File: config.mk
export PLATFORM = sky130hd
export DESIGN_NAME = fvcw_stage
export DESIGN_NICKNAME = d
export VERILOG_FILES = /design/src/hdl/fvcw_pkg.sv /design/src/hdl/fvcw_stage.sv
export SDC_FILE = /design/constraint.sdc
export NUM_CORES = 1
export LEC_CHECK = 0
export BUFFER_PORTS_ARGS = -buffer_cell sky130_fd_sc_hd__buf_2
export CAP_MARGIN = 20
export CORE_ASPECT_RATIO = 1.25
export CORE_MARGIN = 2
export CORE_UTILIZATION = 49
export CTS_CLUSTER_DIAMETER = 120
export DETAILED_ROUTE_END_ITERATION = 6
export PLACE_DENSITY = 0.88
export SLEW_MARGIN = 10
export SYNTH_ARGS = -nofsm -noshare
export SYNTH_HDL_FRONTEND = slang
export SYNTH_SLANG_ARGS = --single-unit
File: constraint.sdc
create_clock -name clk -period 9.8 [get_ports clk]
set_clock_uncertainty 0.2 [all_clocks]
set_input_delay 1.96 -clock clk [delete_from_list [all_inputs] [get_ports clk]]
set_output_delay 1.96 -clock clk [all_outputs]
set_load 0.05 [all_outputs]
File: src/hdl/fvcw_pkg.sv
`default_nettype none
package fvcw_pkg;

  localparam int CORDIC_STEPS = 28;
  localparam int SQRT_STEPS = 16;
  localparam int CORDIC_PRESHIFT = 14;
  localparam int CW = 34;
  localparam int SW = 32;

  typedef struct packed {
    logic                 valid;
    logic                 xneg;
    logic                 yneg;
    logic                 xzero;
    logic                 sat;
    logic signed [CW-1:0] cx;
    logic signed [CW-1:0] cy;
    logic signed [CW-1:0] z;
    logic [SW-1:0]        s;
    logic [SW-1:0]        r;
  } stage_t;

  function automatic logic signed [CW-1:0] step_angle(input logic [4:0] idx);
    logic [31:0] v;
    unique case (idx)
      5'd0:  v = 32'h20000000;
      5'd1:  v = 32'h12E4051E;
      5'd2:  v = 32'h09FB385B;
      5'd3:  v = 32'h051111D4;
      5'd4:  v = 32'h028B0D43;
      5'd5:  v = 32'h0145D7E1;
      5'd6:  v = 32'h00A2F61E;
      5'd7:  v = 32'h00517C55;
      5'd8:  v = 32'h0028BE53;
      5'd9:  v = 32'h00145F2F;
      5'd10: v = 32'h000A2F98;
      5'd11: v = 32'h000517CC;
      5'd12: v = 32'h00028BE6;
      5'd13: v = 32'h000145F3;
      5'd14: v = 32'h0000A2F9;
      5'd15: v = 32'h0000517C;
      5'd16: v = 32'h000028BE;
      5'd17: v = 32'h0000145F;
      5'd18: v = 32'h00000A2F;
      5'd19: v = 32'h00000517;
      5'd20: v = 32'h0000028B;
      5'd21: v = 32'h00000145;
      5'd22: v = 32'h000000A2;
      5'd23: v = 32'h00000051;
      5'd24: v = 32'h00000028;
      5'd25: v = 32'h00000014;
      5'd26: v = 32'h0000000A;
      5'd27: v = 32'h00000005;
      default: v = 32'h0;
    endcase
    return $signed({2'b00, v});
  endfunction

  // anchor colors around the wheel, channel 0 red, 1 green, 2 blue
  function automatic logic [7:0] anchor(input logic [2:0] seg, input logic [1:0] ch);
    logic [23:0] rgb;
    unique case (seg)
      3'd0:    rgb = 24'hFF0000;
      3'd1:    rgb = 24'hFF00FF;
      3'd2:    rgb = 24'h4040FF;
      3'd3:    rgb = 24'h00FFFF;
      3'd4:    rgb = 24'h00FF00;
      3'd5:    rgb = 24'hFFFF00;
      3'd6:    rgb = 24'hFF0000;
      default: rgb = 24'h000000;
    endcase
    unique case (ch)
      2'd0:    return rgb[23:16];
      2'd1:    return rgb[15:8];
      default: return rgb[7:0];
    endcase
  endfunction

endpackage
`default_nettype wire

File: src/hdl/fvcw_stage.sv
`default_nettype none
// one CORDIC vectoring step, plus one digit of the square root in the early stages
module fvcw_stage #(
  parameter int IDX = 0
) (
  input  wire logic             clk,
  input  wire logic             rst,
  input  wire fvcw_pkg::stage_t d,
  output fvcw_pkg::stage_t      q
);
  localparam logic [4:0] IDX5 = 5'(IDX);
  localparam int SQ_SHIFT = (IDX < fvcw_pkg::SQRT_STEPS) ? 30 - 2 * IDX : 0;

  fvcw_pkg::stage_t q_next;
  logic signed [fvcw_pkg::CW-1:0] dx;
  logic signed [fvcw_pkg::CW-1:0] dy;
  logic [fvcw_pkg::SW-1:0] bitv;
  logic [fvcw_pkg::SW-1:0] trial;

  always_comb begin
    q_next = d;
    dx = d.cy >>> IDX;
    dy = d.cx >>> IDX;
    if (d.cy >= 0) begin
      q_next.cx = d.cx + dx;
      q_next.cy = d.cy - dy;
      q_next.z  = d.z + fvcw_pkg::step_angle(IDX5);
    end else begin
      q_next.cx = d.cx - dx;
      q_next.cy = d.cy + dy;
      q_next.z  = d.z - fvcw_pkg::step_angle(IDX5);
    end
    bitv = '0;
    trial = '0;
    if (IDX < fvcw_pkg::SQRT_STEPS) begin
      bitv = fvcw_pkg::SW'(1) << SQ_SHIFT;
      trial = d.r + bitv;
      if (d.s >= trial) begin
        q_next.s = d.s - trial;
        q_next.r = (d.r >> 1) + bitv;
      end else begin
        q_next.r = d.r >> 1;
      end
    end
  end

  always_ff @(posedge clk) begin
    q <= q_next;
    if (rst) begin
      q.valid <= 1'b0;
    end
  end
endmodule
`default_nettype wire

# Word-level counts from Yosys, hierarchy flattened

Cells that the tools add are included.

Add/sub/neg operators: 8
Multiply operators: 0
Div/mod/pow operators: 0
Magnitude comparators: 2
Equality and inequality tests: 0
Shift-type cells: 0
Multiplexer cells: 3
Bitwise logic cells: 0
Reduce and logical (&&, ||, !) cells: 0

Operators by type and width:

| cell                   | number |
|---|---|
| $mux 102               | 1 |
| $sub 34x34->34         | 2 |
| $add 34x31->34 const B | 1 |
| $add 34x34->34         | 1 |
| $ge 34x1->1 const B    | 1 |
| $sub 34x31->34 const B | 1 |
| $add 31x31->32 const B | 1 |
| $add 32x31->32 const B | 1 |
| $ge 32x32->1           | 1 |
| $mux 32                | 1 |
| $sub 32x32->32         | 1 |
| $mux 31                | 1 |

Flip-flop bits (word level): 171
Latch bits: 0
Bits in writable memories: 0
Bits in read-only memories: 0
Input bits: 173
Output and inout bits: 171
Logic and storage cells: 24
Memories: 0

# Longest topological paths before layout

Depth after elaboration: 3
Gate-level depth with buffers: 14
Mapped depth without buffers: 12

# Least setup slack after synthesis

No wires, ideal clock.

Kind: input -> register
Start: input d[98] in the netlist's numbering
End: register q[124] in the netlist's numbering
Library setup time: 72 ps
Arrival: 4,288 ps
Slack: 5,240 ps
Stages: 11
Path buffers: 0
Path through: ha_1 fa_1 nor2b_1 o21ai_1 a31oi_4 o21ai_2 a31oi_2 a221oi_2 o31a_1 a2bb2oi_1 xnor2_1

RTL lines:

| item                 | line             | text |
|---|---|---|
| from (decl)          | fvcw_stage.sv:8  | `input wire fvcw_pkg::stage_t d,` |
| to (signal assigned) | fvcw_stage.sv:48 | `q <= q_next;` |
| to (decl)            | fvcw_stage.sv:9  | `output fvcw_pkg::stage_t q` |

==> qor.yml <==
tightest_slew_ns: 1.047
firstDrtPassIters: 5
cts_hold_buf: 0
nets: 2011
crit_type: "input port to flip-flop"
maxCapViolations: 0
path_cells: "buf_2 > ha_1 > fa_1 > nor2b_1 > o21ai_1 > nand2b_1 > a2111oi_4 > a211o_1 > a31oi_2 > or2_2 > a41o_1 > nor2_1"
antenna_found_initial: 2
synthAdderAreaFrac: 0.1537
leakagePower_nw: 6.912
status: "complete, no violations"
synth_compound_area_frac: 0.2500
track_usage: 0.3006
cts_sinks: 170
grt_pass1_vias: 11510
critPathSlowestCell: "or2_2"
htree_levels: 4
clockBufferDepth: 2
slew_headroom: 0.3021
ys_ff_latch: 170
synth_xor_area_frac: 0.07276
grt_max_degree: 74
reg_top3: "q: 170 flops"
syn_inst: 1387
setup_viol: 0
regArea_um2: 3403
portBuffers: 343
holdPathStages: 1
path_buf_inv: 1
synth_ff_type: "dfxtp_1"
end_kind: "flip-flop"
top_register: "q"
die_x_um: 141.4
fin_crit_sh: 0.5134
drc: 0
muxShareOfSynthArea: 0.01732
syn_area_per_cell_um2: 8.332
async_flop_share: 0
vias: 11600
largest_reg_flops: 170
tns_ns: 0
n_fill_cell: 2024
arrival_ns: 5.16
final_area_um2: 14030
synth_warnings: 0
multi_input_area_um2: 7386
rows: 62
place.gp.congestion: 0.9553
synth-edff-count: 0
root_buffer: "clkbuf_16"
cts-resized-gates: 0
pre_cts_slack_ns: 4.365
final_cell_mix: "buf_2, dfxtp_1, ha_1"
cts_buffers: 17
hpwl_um: 30570
final_common_cell: "buf_2"
drv_slew: 0
setup_slack_ns: 4.769
synthSimpleGateAreaFrac: 0.1453
fmax_mhz: 198.8
die_y_um: 175.7
num_io_pins: 344
start_util: 0.5016
overflow: 0
drt_iter0_drc: 883
yosysSeqAreaShare: 0.2945
ant_nets: 0
finalHoldViolations: 0
grt_setup_unrepaired: "no"
totalWireLength_um: 38590
core_area_um2: 23040
required_ns: 9.93
cts_tree: "yes"
drive_gt1_frac: 0.2488
synth_top_family_by_area: "compound AO/OA/AOI/OAI gates"
area_delta_synth_final_pct: 21.43
synth_cell_types: 84
vias_per_cell: 5.798
crit_path_max_fanout: 45
path_depth: 12
power_density_nw_per_um2: 194.0
placed_area_um2: 13400
path_delay_family: "simple AND/OR/NAND/NOR gates"
drt-wirelength-per-cell_um: 19.29
dieArea_um2: 24840
start_kind: "input port"
period_needed_ns: 5.031
path_clk_slew_ns: 0.07
syn_area_um2: 11560
cts_setup_buffers: 0
ir_drop_mv: 0.1202
fin_total_pwr_mw: 2.722
slowest_delay_ns: 0.87
min_path_type: "input port to flip-flop"
grt_pass1_wl_um: 59010
synth.net_count: 1699
==> power breakdown <==
part | switching [mW] | leakage (nW) | internal [mW]
Sequential | 0.0334 | 1.43 | 0.805
Clock | 0.338 | 0.299 | 0.391
Combinational | 0.834 | 5.18 | 0.321
Total | 1.21 | 6.91 | 1.52
==> layout make-up <==
class / instances / area share
well taps: 288 / 0.02568
flip-flops and latches: 170 / 0.2425
clock inverters: 15 / 0.01436
multi-input cells: 1027 / 0.5263
repair buffers: 346 / 0.1239
inverters: 137 / 0.03665
clock buffers: 17 / 0.03032
diodes: 1 / 0.0001783
==> routing by layer <==
layer | track usage | wire (µm) | vias to the layer above
met5 | 0 | 11 | -
met4 | 0.1458 | 1772 | 2
met1 | 0.3325 | 14040 | 5355
li1 | - | - | 5474
met3 | 0.07007 | 3620 | 117
met2 | 0.5386 | 19150 | 654
==> synth_stat cells, drive strengths merged (6+ instances only) <==
library cell / instances / area, µm²
nand2: 70 / 262.8
dfxtp: 170 / 3403
clkbuf: 23 / 87.58
nand2b: 12 / 75.07
buf: 30 / 165.2
ha: 134 / 1677
nor2b: 28 / 175.2
o221ai: 6 / 52.55
nand4: 12 / 75.07
xor2: 20 / 175.2
or2: 6 / 37.53
nor2: 102 / 382.9
and2: 10 / 62.56
a21oi: 150 / 822.0
a211oi: 12 / 90.09
nor4: 11 / 75.07
xnor2: 76 / 665.6
o21ai: 90 / 457.9
and3: 11 / 68.82
a31oi: 14 / 130.1
or3: 6 / 37.54
inv: 133 / 499.2
o22ai: 9 / 56.30
o21bai: 23 / 172.7
a211o: 6 / 52.55
nor3: 35 / 175.2
nand3: 16 / 80.08
o31ai: 12 / 95.09
mux2i: 20 / 200.2
o21a: 13 / 97.59
a31o: 6 / 61.31
a21o: 43 / 322.8
==> logic make-up (layout without fill, tap and decap cells) <==
logic type / Yosys count / in the layout
AOI/OAI and AO/OA: 433 / 433
xor gates and xnor gates: 96 / 96
adders and majority gates: 139 / 139
buffers and inverters: 190 / 515
DFF: 170 / 170
muxes: 20 / 20
other: 0 / 1
and+or+nand+nor: 339 / 339
==> metrics by stage <==
step,hold WS [ns],cells,util
floorplan,1.788,1387,-
global placement,1.863,1968,0.5817
detailed placement,1.864,1968,0.5817
CTS,1.403,2000,0.6089
global route,1.400,2001,0.6090
finish,1.416,2001,0.6090
==> path summary, 6_finish.rpt <==
path | from | endpoint
setup / recovery | d[0] | q[62]$_DFF_P_
hold / removal | d[66] | q[66]$_DFF_P_
No activity file was read; power rests on OpenSTA's default activity.
