[config.mk]
export PLATFORM = sky130hd
export DESIGN_NAME = fvcw_color
export DESIGN_NICKNAME = d
export VERILOG_FILES = /design/src/hdl/fvcw_pkg.sv /design/src/hdl/fvcw_color.sv
export SDC_FILE = /design/constraint.sdc
export NUM_CORES = 2
export LEC_CHECK = 0
export BUFFER_PORTS_ARGS = -buffer_cell sky130_fd_sc_hd__clkbuf_2
export CORE_ASPECT_RATIO = 1.5
export CORE_UTILIZATION = 45
export DETAILED_ROUTE_END_ITERATION = 10
export SLEW_MARGIN = 40
export SYNTH_ARGS = -nofsm -noshare
export SYNTH_HDL_FRONTEND = slang
export SYNTH_SLANG_ARGS = --single-unit
[constraint.sdc]
create_clock -name clk -period 21.7 [get_ports clk]
set_input_delay 0 -clock clk [delete_from_list [all_inputs] [get_ports clk]]
set_output_delay 0 -clock clk [all_outputs]
set_load 0.02 [all_outputs]
[src/hdl/fvcw_pkg.sv]
`default_nettype none
package fvcw_pkg;

  localparam int CORDIC_STEPS = 28;
  localparam int SQRT_STEPS = 16;
  localparam int CORDIC_PRESHIFT = 14;
  localparam int CW = 34;
  localparam int SW = 32;

  typedef struct packed {
    logic                 valid;
    logic                 xneg;
    logic                 yneg;
    logic                 xzero;
    logic                 sat;
    logic signed [CW-1:0] cx;
    logic signed [CW-1:0] cy;
    logic signed [CW-1:0] z;
    logic [SW-1:0]        s;
    logic [SW-1:0]        r;
  } stage_t;

  function automatic logic signed [CW-1:0] step_angle(input logic [4:0] idx);
    logic [31:0] v;
    unique case (idx)
      5'd0:  v = 32'h20000000;
      5'd1:  v = 32'h12E4051E;
      5'd2:  v = 32'h09FB385B;
      5'd3:  v = 32'h051111D4;
      5'd4:  v = 32'h028B0D43;
      5'd5:  v = 32'h0145D7E1;
      5'd6:  v = 32'h00A2F61E;
      5'd7:  v = 32'h00517C55;
      5'd8:  v = 32'h0028BE53;
      5'd9:  v = 32'h00145F2F;
      5'd10: v = 32'h000A2F98;
      5'd11: v = 32'h000517CC;
      5'd12: v = 32'h00028BE6;
      5'd13: v = 32'h000145F3;
      5'd14: v = 32'h0000A2F9;
      5'd15: v = 32'h0000517C;
      5'd16: v = 32'h000028BE;
      5'd17: v = 32'h0000145F;
      5'd18: v = 32'h00000A2F;
      5'd19: v = 32'h00000517;
      5'd20: v = 32'h0000028B;
      5'd21: v = 32'h00000145;
      5'd22: v = 32'h000000A2;
      5'd23: v = 32'h00000051;
      5'd24: v = 32'h00000028;
      5'd25: v = 32'h00000014;
      5'd26: v = 32'h0000000A;
      5'd27: v = 32'h00000005;
      default: v = 32'h0;
    endcase
    return $signed({2'b00, v});
  endfunction

  // anchor colors around the wheel, channel 0 red, 1 green, 2 blue
  function automatic logic [7:0] anchor(input logic [2:0] seg, input logic [1:0] ch);
    logic [23:0] rgb;
    unique case (seg)
      3'd0:    rgb = 24'hFF0000;
      3'd1:    rgb = 24'hFF00FF;
      3'd2:    rgb = 24'h4040FF;
      3'd3:    rgb = 24'h00FFFF;
      3'd4:    rgb = 24'h00FF00;
      3'd5:    rgb = 24'hFFFF00;
      3'd6:    rgb = 24'hFF0000;
      default: rgb = 24'h000000;
    endcase
    unique case (ch)
      2'd0:    return rgb[23:16];
      2'd1:    return rgb[15:8];
      default: return rgb[7:0];
    endcase
  endfunction

endpackage
`default_nettype wire

[src/hdl/fvcw_color.sv]
`default_nettype none
// phase fold, segment pick, anchor mix and amplitude scale
module fvcw_color #(
  parameter int FLOW_FRAC_BITS = 12,
  parameter int ANGLE_BITS = 16
) (
  input  wire logic             clk,
  input  wire logic             rst,
  input  wire fvcw_pkg::stage_t d,
  output logic [7:0]            red,
  output logic [7:0]            green,
  output logic [7:0]            blue,
  output logic                  done
);
  localparam int A  = ANGLE_BITS;
  localparam int F  = FLOW_FRAC_BITS;
  localparam int MW = A + 6;
  localparam int PW = F + 1 + MW;

  logic [30:0]   zc;
  logic [31:0]   rsum;
  logic [A-1:0]  t;
  logic [A-1:0]  a;
  logic [2:0]    hi;
  logic [2:0]    seg_next;
  logic [A-3:0]  n2_next;
  logic [F:0]    amp_next;

  // stage 1
  logic          v1;
  logic [2:0]    seg1;
  logic [A-3:0]  n1;
  logic [F:0]    amp1;
  // stage 2
  logic          v2;
  logic [F:0]    amp2;
  logic [MW-1:0] mix2 [3];
  // stage 3
  logic          v3;
  logic [F:0]    amp3;
  logic [PW-1:0] prod3 [3];

  always_comb begin
    if (d.z < 0) begin
      zc = '0;
    end else if (d.z > (fvcw_pkg::CW'(1) <<< 30)) begin
      zc = 31'(1) << 30;
    end else begin
      zc = d.z[30:0];
    end
    rsum = {1'b0, zc} + (32'(1) << (31 - A));
    t = rsum[31:32-A];
    if (d.xzero) begin
      a = d.yneg ? A'(3) << (A - 2) : A'(1) << (A - 2);
    end else if (!d.xneg) begin
      a = d.yneg ? A'(0) - t : t;
    end else begin
      a = d.yneg ? (A'(1) << (A - 1)) + t : (A'(1) << (A - 1)) - t;
    end
    hi = a[A-1:A-3];
    unique case (hi)
      3'd0, 3'd1, 3'd2, 3'd3: begin
        seg_next = hi;
        n2_next = {a[A-4:0], 1'b0};
      end
      3'd4, 3'd5: begin
        seg_next = 3'd4;
        n2_next = {hi[0], a[A-4:0]};
      end
      default: begin
        seg_next = 3'd5;
        n2_next = {hi[0], a[A-4:0]};
      end
    endcase
    amp_next = d.sat ? (F + 1)'(1) << F : d.r[F:0];
  end

  always_ff @(posedge clk) begin
    seg1 <= seg_next;
    n1 <= n2_next;
    amp1 <= amp_next;
    amp2 <= amp1;
    amp3 <= amp2;
    for (int c = 0; c < 3; c++) begin
      mix2[c] <= MW'(fvcw_pkg::anchor(seg1, 2'(c)))
                   * MW'(((A - 1)'(1) << (A - 2)) - (A - 1)'(n1))
               + MW'(fvcw_pkg::anchor(seg1 + 3'd1, 2'(c))) * MW'(n1);
      prod3[c] <= PW'(amp2) * PW'(mix2[c]);
    end
    red   <= prod3[0][F+A-2 +: 8];
    green <= prod3[1][F+A-2 +: 8];
    blue  <= prod3[2][F+A-2 +: 8];
    v1 <= d.valid;
    v2 <= v1;
    v3 <= v2;
    done <= v3;
    if (rst) begin
      v1 <= 1'b0;
      v2 <= 1'b0;
      v3 <= 1'b0;
      done <= 1'b0;
    end
  end

  a_done_follows: assert property (@(posedge clk) disable iff (rst)
    done |-> $past(d.valid, 4))
    else $error("result strobe without a transaction four cycles back");
  a_black: assert property (@(posedge clk) disable iff (rst)
    (v3 && amp3 == '0) |=> (red == 8'd0 && green == 8'd0 && blue == 8'd0))
    else $error("zero amplitude gave a nonblack color");
  a_seg_range: assert property (@(posedge clk) disable iff (rst)
    v1 |-> (seg1 <= 3'd5))
    else $error("segment out of range");
endmodule
`default_nettype wire
Word-level counts from Yosys, hierarchy flattened
Memories as Yosys holds them, arrays and structs flattened. A register that Yosys moved wholly into a read port is not among the register bits.
Index checks and enable logic that the tools add are counted.
{"block": "word_totals", "regBits": 47, "ramBits": 171, "in_bits": 173, "out_inout_bits": 25, "elab_cells": 66, "memories": 2}
{"memory": "prod3", "words": 3, "width": 35, "rd": 3, "rd_ports_with_merged_regs": 3, "write_ports": 3, "line_no": "fvcw_color.sv:41", "source": "logic [PW-1:0] prod3 [3];"}
{"memory": "mix2", "words": 3, "width": 22, "rd": 3, "rd_ports_with_merged_regs": 0, "write_ports": 3, "line_no": "fvcw_color.sv:37", "source": "logic [MW-1:0] mix2 [3];"}
{"block": "classes", "n_addsub": 9, "multipliers": 9, "magnitude_cmp": 2, "eq_ne": 17, "n_mux": 11, "n_reduce_logical": 7}
{"operator": "$pmux W24 S6", "count": 2}
{"operator": "$mul A13 B22 Y35", "count": 3}
{"operator": "$mux W16", "count": 5}
{"operator": "$add A22 B22 Y22", "count": 3}
{"operator": "$mul A8 B14 Y22", "count": 3}
{"operator": "$mux W31", "count": 2}
{"operator": "$mul A8 B22 Y22", "count": 2}
{"operator": "$gt A34 B32 Y1 const B", "count": 1}
{"operator": "$lt A34 B1 Y1 const B", "count": 1}
{"operator": "$add A31 B16 Y32 const B", "count": 1}
{"operator": "$eq A3 B3 Y1 const B", "count": 8}
{"operator": "$mul A9 B16 Y22", "count": 1}
{"operator": "$eq A3 B2 Y1 const B", "count": 6}
{"operator": "$add A16 B16 Y16 const A", "count": 1}
{"operator": "$sub A1 B16 Y16 const A", "count": 1}
{"operator": "$sub A15 B14 Y16 const A", "count": 1}
{"operator": "$sub A16 B16 Y16 const A", "count": 1}
{"operator": "$mux W14", "count": 1}
{"operator": "$eq A3 B1 Y1 const B", "count": 3}
{"operator": "$logic_not A3 Y1", "count": 3}
{"operator": "$pmux W3 S2", "count": 1}
{"operator": "$reduce_or A2 Y1", "count": 3}
{"operator": "$reduce_or A4 Y1", "count": 1}
{"operator": "$add A3 B1 Y3 const B", "count": 1}

Depth between registers and ports, before layout
{"block": "depth", "depth_word": 11, "ltp_mapped": 30, "depth_no_buf": 28}

Worst setup path after synthesis
OpenSTA, ideal clock, no wires.
{"block": "synth_path", "path_kind": "reg-to-reg", "startpoint": "register n1[0]", "endpoint": "memory mix2[0][65] (netlist name)", "setup_time_ps": 72, "arrival_time_ps": 7105, "t_required_ps": 21628, "setup_slack_ps": 14522, "stages_incl_launch_ff": 26, "n_path_buf": 1, "synth_period_minus_slack_ps": 7178, "path_cell_list": "dfxtp_1 -> clkbuf_1 -> inv_1 -> ha_1 -> nand2_1 -> or3_1 -> nor3_1 -> nor3b_1 -> xnor2_1 -> nand2_1 -> inv_1 -> fa_1 -> inv_1 -> fa_1 -> fa_1 -> fa_1 -> fa_1 -> fa_1 -> inv_1 -> ha_1 -> and2_1 -> o21ai_0 -> o311ai_0 -> a221o_1 -> a21oi_1 -> xnor2_1"}
{"element": "from (decl)", "line_no": "fvcw_color.sv:32", "source": "logic [A-3:0] n1;"}
{"element": "from (signal assigned)", "line_no": "fvcw_color.sv:80", "source": "n1 <= n2_next;"}
{"element": "to (decl)", "line_no": "fvcw_color.sv:37"}

==> impl_metrics.xml <==
<?xml version="1.0" encoding="UTF-8"?>
<metrics>
  <group name="sta">
    <metric name="worst_slew_margin" unit="%">40.4</metric>
    <metric name="setup_viol" unit="">0</metric>
    <metric name="grt_setup_unrepaired" unit="">false</metric>
    <metric name="clock_skew" unit="ns">0.0129</metric>
    <metric name="fmax" unit="MHz">120</metric>
    <metric name="final_period_minus_worst_setup_slack" unit="ns">8.36</metric>
    <metric name="report.final.hold_viol_count" unit="">0</metric>
    <metric name="tcrit_tclk_final" unit="%">38.5</metric>
    <metric name="tightest_slew" unit="ns">0.890</metric>
    <metric name="drv_slew" unit="">0</metric>
    <metric name="setup-tns-final" unit="ns">0</metric>
  </group>
  <group name="job">
    <metric name="maxCapViolations" unit="">0</metric>
  </group>
  <group name="routing">
    <metric name="wl_met2" unit="microns">60700</metric>
    <metric name="number_of_vias_after_detailed_routing" unit="">32200</metric>
    <metric name="met1Wirelength" unit="microns">42100</metric>
    <metric name="sum_of_met3_wire_segment_lengths_after_detailed_routing" unit="microns">3250</metric>
    <metric name="drt_iter0_markers" unit="">1228</metric>
    <metric name="drt_drc_violations_left" unit="">0</metric>
    <metric name="vias_per_cell" unit="">5.04</metric>
    <metric name="drt.antenna.violating_nets" unit="">0</metric>
    <metric name="maxUsedRoutingLayer" unit="">met4</metric>
    <metric name="avgRoutedWirePerCell" unit="microns">17.2</metric>
    <metric name="drt_pre_antenna_iters" unit="">5</metric>
    <metric name="totalWireLength" unit="microns">110000</metric>
  </group>
  <group name="synthesis">
    <metric name="synth_sequential_area_ratio" unit="%">6.79</metric>
    <metric name="postSynth.asyncResetShare" unit="%">0</metric>
    <metric name="seq_cells_post_synth" unit="">161</metric>
    <metric name="synth_top_cells_by_count" unit="">1290 x sky130_fd_sc_hd__inv_1, 1178 x sky130_fd_sc_hd__fa_1, 687 x sky130_fd_sc_hd__nand2_1, 434 x sky130_fd_sc_hd__ha_1, 317 x sky130_fd_sc_hd__and2_1</metric>
    <metric name="synth_nets" unit="">6818</metric>
    <metric name="synth.top_cell.area_share" unit="%">49.7</metric>
    <metric name="mappedNetlistArea" unit="sq um">47400</metric>
    <metric name="synth_area_leader_cell" unit="">sky130_fd_sc_hd__fa_1</metric>
    <metric name="netlist_top_cells_area" unit="">sky130_fd_sc_hd__fa_1 50%, sky130_fd_sc_hd__ha_1 11%, sky130_fd_sc_hd__inv_1 10%</metric>
    <metric name="yosysMostFrequentCell" unit="">sky130_fd_sc_hd__inv_1</metric>
    <metric name="syn_warnings" unit="">0</metric>
    <metric name="postSynthAreaPerCell" unit="sq um">9.42</metric>
    <metric name="number_of_flops_mapped_to_enable_cells_by_yosys" unit="">0</metric>
    <metric name="ys.flop_type" unit="">sky130_fd_sc_hd__dfxtp_1</metric>
    <metric name="yosys.cell_types.count" unit="">75</metric>
    <metric name="synthesis.instances" unit="">5033</metric>
  </group>
  <group name="floorplan">
    <metric name="io_pins" unit="">198</metric>
    <metric name="core-area" unit="sq um">104000</metric>
    <metric name="initial_utilization" unit="%">45.5</metric>
    <metric name="die-height" unit="microns">400</metric>
    <metric name="die_width" unit="microns">267</metric>
    <metric name="num_rows" unit="">145</metric>
    <metric name="fp.dieArea" unit="sq um">107000</metric>
  </group>
  <group name="clocking">
    <metric name="clk-insertion-delay-late" unit="ns">0.53</metric>
    <metric name="cts_sinks" unit="">161</metric>
    <metric name="cts_max_path_buffers" unit="">2</metric>
    <metric name="numCtsBuffers" unit="">17</metric>
    <metric name="post-cts-setup-buffer-count" unit="">0</metric>
    <metric name="root_buffer" unit="">sky130_fd_sc_hd__clkbuf_16</metric>
    <metric name="tritoncts_clock_tree" unit="">yes</metric>
    <metric name="clkTransAtPathRegs" unit="ns">0.08</metric>
    <metric name="ctsHtreeMaxLevel" unit="">4</metric>
  </group>
  <group name="global_routing">
    <metric name="grt_pass1_vias" unit="">36400</metric>
    <metric name="grt_first_pass_wirelength" unit="microns">186000</metric>
    <metric name="global_route_congestion_overflow_total" unit="">0</metric>
    <metric name="grt_max_degree" unit="">67</metric>
    <metric name="number_of_antenna_violations_at_the_first_check_in_global_routing" unit="">3</metric>
    <metric name="globalRouteTotalUtil" unit="%">22.5</metric>
  </group>
  <group name="final_layout">
    <metric name="antenna-diode-count" unit="">0</metric>
    <metric name="drive_above_1_share" unit="%">3.72</metric>
    <metric name="areaGrowthSynthToFinish" unit="%">5.27</metric>
    <metric name="final_net_count" unit="">6766</metric>
    <metric name="filler_cell_count" unit="">9942</metric>
  </group>
  <group name="worst_setup_path">
    <metric name="worst_path_fanout_max" unit="">9</metric>
    <metric name="timing.critical_path.to_type" unit="">flop</metric>
    <metric name="reg2reg_depth" unit="">25</metric>
    <metric name="worstSetupPathType" unit="">reg -&gt; reg</metric>
    <metric name="critical_path.startpoint_type" unit="">flop</metric>
    <metric name="cp.required" unit="ns">22.16</metric>
    <metric name="arrival" unit="ns">8.82</metric>
  </group>
  <group name="place">
    <metric name="detailed_place_hpwl" unit="microns">91200</metric>
    <metric name="placement.io_buffers" unit="">78</metric>
    <metric name="gp_congestion" unit="">0.874</metric>
  </group>
  <group name="status">
    <metric name="status" unit="">completed</metric>
  </group>
  <group name="hold_path">
    <metric name="timing.hold.worst.class" unit="">in -&gt; reg</metric>
    <metric name="worstHoldPathCells" unit="">2</metric>
  </group>
</metrics>
[per-layer routing]
metal | up-vias | global-route usage (%)
li1 | 14600 | -
met1 | 16800 | 25.7
met2 | 603 | 42.9
met3 | 171 | 1.97
met4 | 0 | 8.86
met5 | - | 0
[registers in the layout, indices dropped and copies added, names as in the netlist]
name,count
n1,14
amp1,13
green,8
red,8
blue,8
prod3,24
amp2,13
v3,1
v2,1
done,1
seg1,3
v1,1
mix2,66
[through the flow]
| step | hold slack (ns) | util, % | instance area (sq um) | cells | setup WS, ns |
|---|---|---|---|---|---|
| after global routing | 0.0944 | 47.9 | 49900 | 6390 | 12.76 |
| after floorplan | 0.0716 | - | 47400 | 5033 | 14.52 |
| after CTS | 0.0680 | 47.8 | 49900 | 6389 | 13.35 |
| after global placement | 0.211 | 46.9 | 48900 | 6323 | 13.45 |
| after detailed placement | 0.217 | 47.0 | 49000 | 6325 | 13.39 |
| final | 0.0860 | 47.9 | 49900 | 6390 | 13.34 |
[area by class of cell]
| class | instances | area (sq um) | share of cell area [%] |
|---|---|---|---|
| clock buffer | 17 | 425 | 0.852 |
| multi-input combinational | 3378 | 38600 | 77.3 |
| sequential | 161 | 3240 | 6.50 |
| clock inverter | 15 | 161 | 0.323 |
| timing repair buffer | 133 | 940 | 1.88 |
| tap | 1396 | 1750 | 3.50 |
| inverter | 1290 | 4840 | 9.70 |
[repair_timing]
action | in CTS | in global routing
endpoints found under the hold margin | 20 | 0
hold buffers | 32 | 0
resized for setup | 0 | 0
[worst paths after layout]
check                from          end  slack (ns)
setup / recovery    n1[0]  mix2[0][20]       13.34
hold / removal     d[166]     amp1[12]        0.09
setup reg to reg    n1[0]  mix2[0][20]       13.34
hold reg to reg   amp1[8]      amp2[8]        0.32
[worst max-delay path: stages (launching register included)]
cell,delay (ns)
sky130_fd_sc_hd__dfxtp_1,0.70
sky130_fd_sc_hd__inv_1,0.28
sky130_fd_sc_hd__ha_1,0.33
sky130_fd_sc_hd__nand2_1,0.20
sky130_fd_sc_hd__xor2_1,0.62
sky130_fd_sc_hd__nand2_1,0.39
sky130_fd_sc_hd__inv_1,0.28
sky130_fd_sc_hd__fa_1,0.44
sky130_fd_sc_hd__inv_1,0.09
sky130_fd_sc_hd__fa_1,0.41
sky130_fd_sc_hd__fa_1,0.51
sky130_fd_sc_hd__inv_1,0.06
sky130_fd_sc_hd__fa_1,0.53
sky130_fd_sc_hd__inv_1,0.05
sky130_fd_sc_hd__fa_1,0.45
sky130_fd_sc_hd__fa_1,0.49
sky130_fd_sc_hd__inv_1,0.04
sky130_fd_sc_hd__ha_1,0.30
sky130_fd_sc_hd__o21ai_0,0.22
sky130_fd_sc_hd__nor2_1,0.10
sky130_fd_sc_hd__o41ai_1,0.54
sky130_fd_sc_hd__o21ai_0,0.29
sky130_fd_sc_hd__o41ai_1,0.41
sky130_fd_sc_hd__o21ai_0,0.19
sky130_fd_sc_hd__o211ai_1,0.23
sky130_fd_sc_hd__xnor2_1,0.14
[cell families (layout without fill, tap and decap cells)]
| kind of cell | after synthesis | after routing | synth area share, % |
|---|---|---|---|
| buf+inv | 1494 | 1455 | 12.0 |
| flops | 161 | 161 | 6.79 |
| xor+xnor | 159 | 159 | 2.94 |
| simple gates | 1331 | 1331 | 13.2 |
| mux | 16 | 16 | 0.390 |
| fa+ha+maj | 1612 | 1612 | 61.2 |
| compound gates | 260 | 260 | 3.55 |
[layout by cell type, fill, tap and decap left out, types with 5 or more instances in the layout]
cell                               n
sky130_fd_sc_hd__dlygate4sd3_1    32
sky130_fd_sc_hd__mux2_2           13
sky130_fd_sc_hd__inv_6             5
sky130_fd_sc_hd__dfxtp_2          11
sky130_fd_sc_hd__a21o_1           34
sky130_fd_sc_hd__xor2_1           54
sky130_fd_sc_hd__o41ai_1           5
sky130_fd_sc_hd__o21a_1           12
sky130_fd_sc_hd__a2111oi_0         5
sky130_fd_sc_hd__a21oi_1          75
sky130_fd_sc_hd__clkbuf_16        17
sky130_fd_sc_hd__and3_1           17
sky130_fd_sc_hd__xnor2_1         103
sky130_fd_sc_hd__nor4_1           12
sky130_fd_sc_hd__buf_4            15
sky130_fd_sc_hd__dfxtp_1         148
sky130_fd_sc_hd__a211oi_1         19
sky130_fd_sc_hd__o21ai_0          52
sky130_fd_sc_hd__ha_1            434
sky130_fd_sc_hd__a31oi_1          12
sky130_fd_sc_hd__buf_6             5
sky130_fd_sc_hd__and2_1          317
sky130_fd_sc_hd__nand3_1          30
sky130_fd_sc_hd__nand2_1         687
sky130_fd_sc_hd__inv_1          1290
sky130_fd_sc_hd__nand2b_1         16
sky130_fd_sc_hd__inv_8             5
sky130_fd_sc_hd__clkbuf_2         78
sky130_fd_sc_hd__nor2_1          126
sky130_fd_sc_hd__or2_2             7
sky130_fd_sc_hd__nand4_1          22
sky130_fd_sc_hd__fa_1           1178
sky130_fd_sc_hd__o21bai_1          7
sky130_fd_sc_hd__or3_1            12
sky130_fd_sc_hd__nor3_1           38
sky130_fd_sc_hd__nor2b_1          27
Power is not shown: default switching activity piles up to over one toggle a cycle in this logic, so the estimate is an artifact.
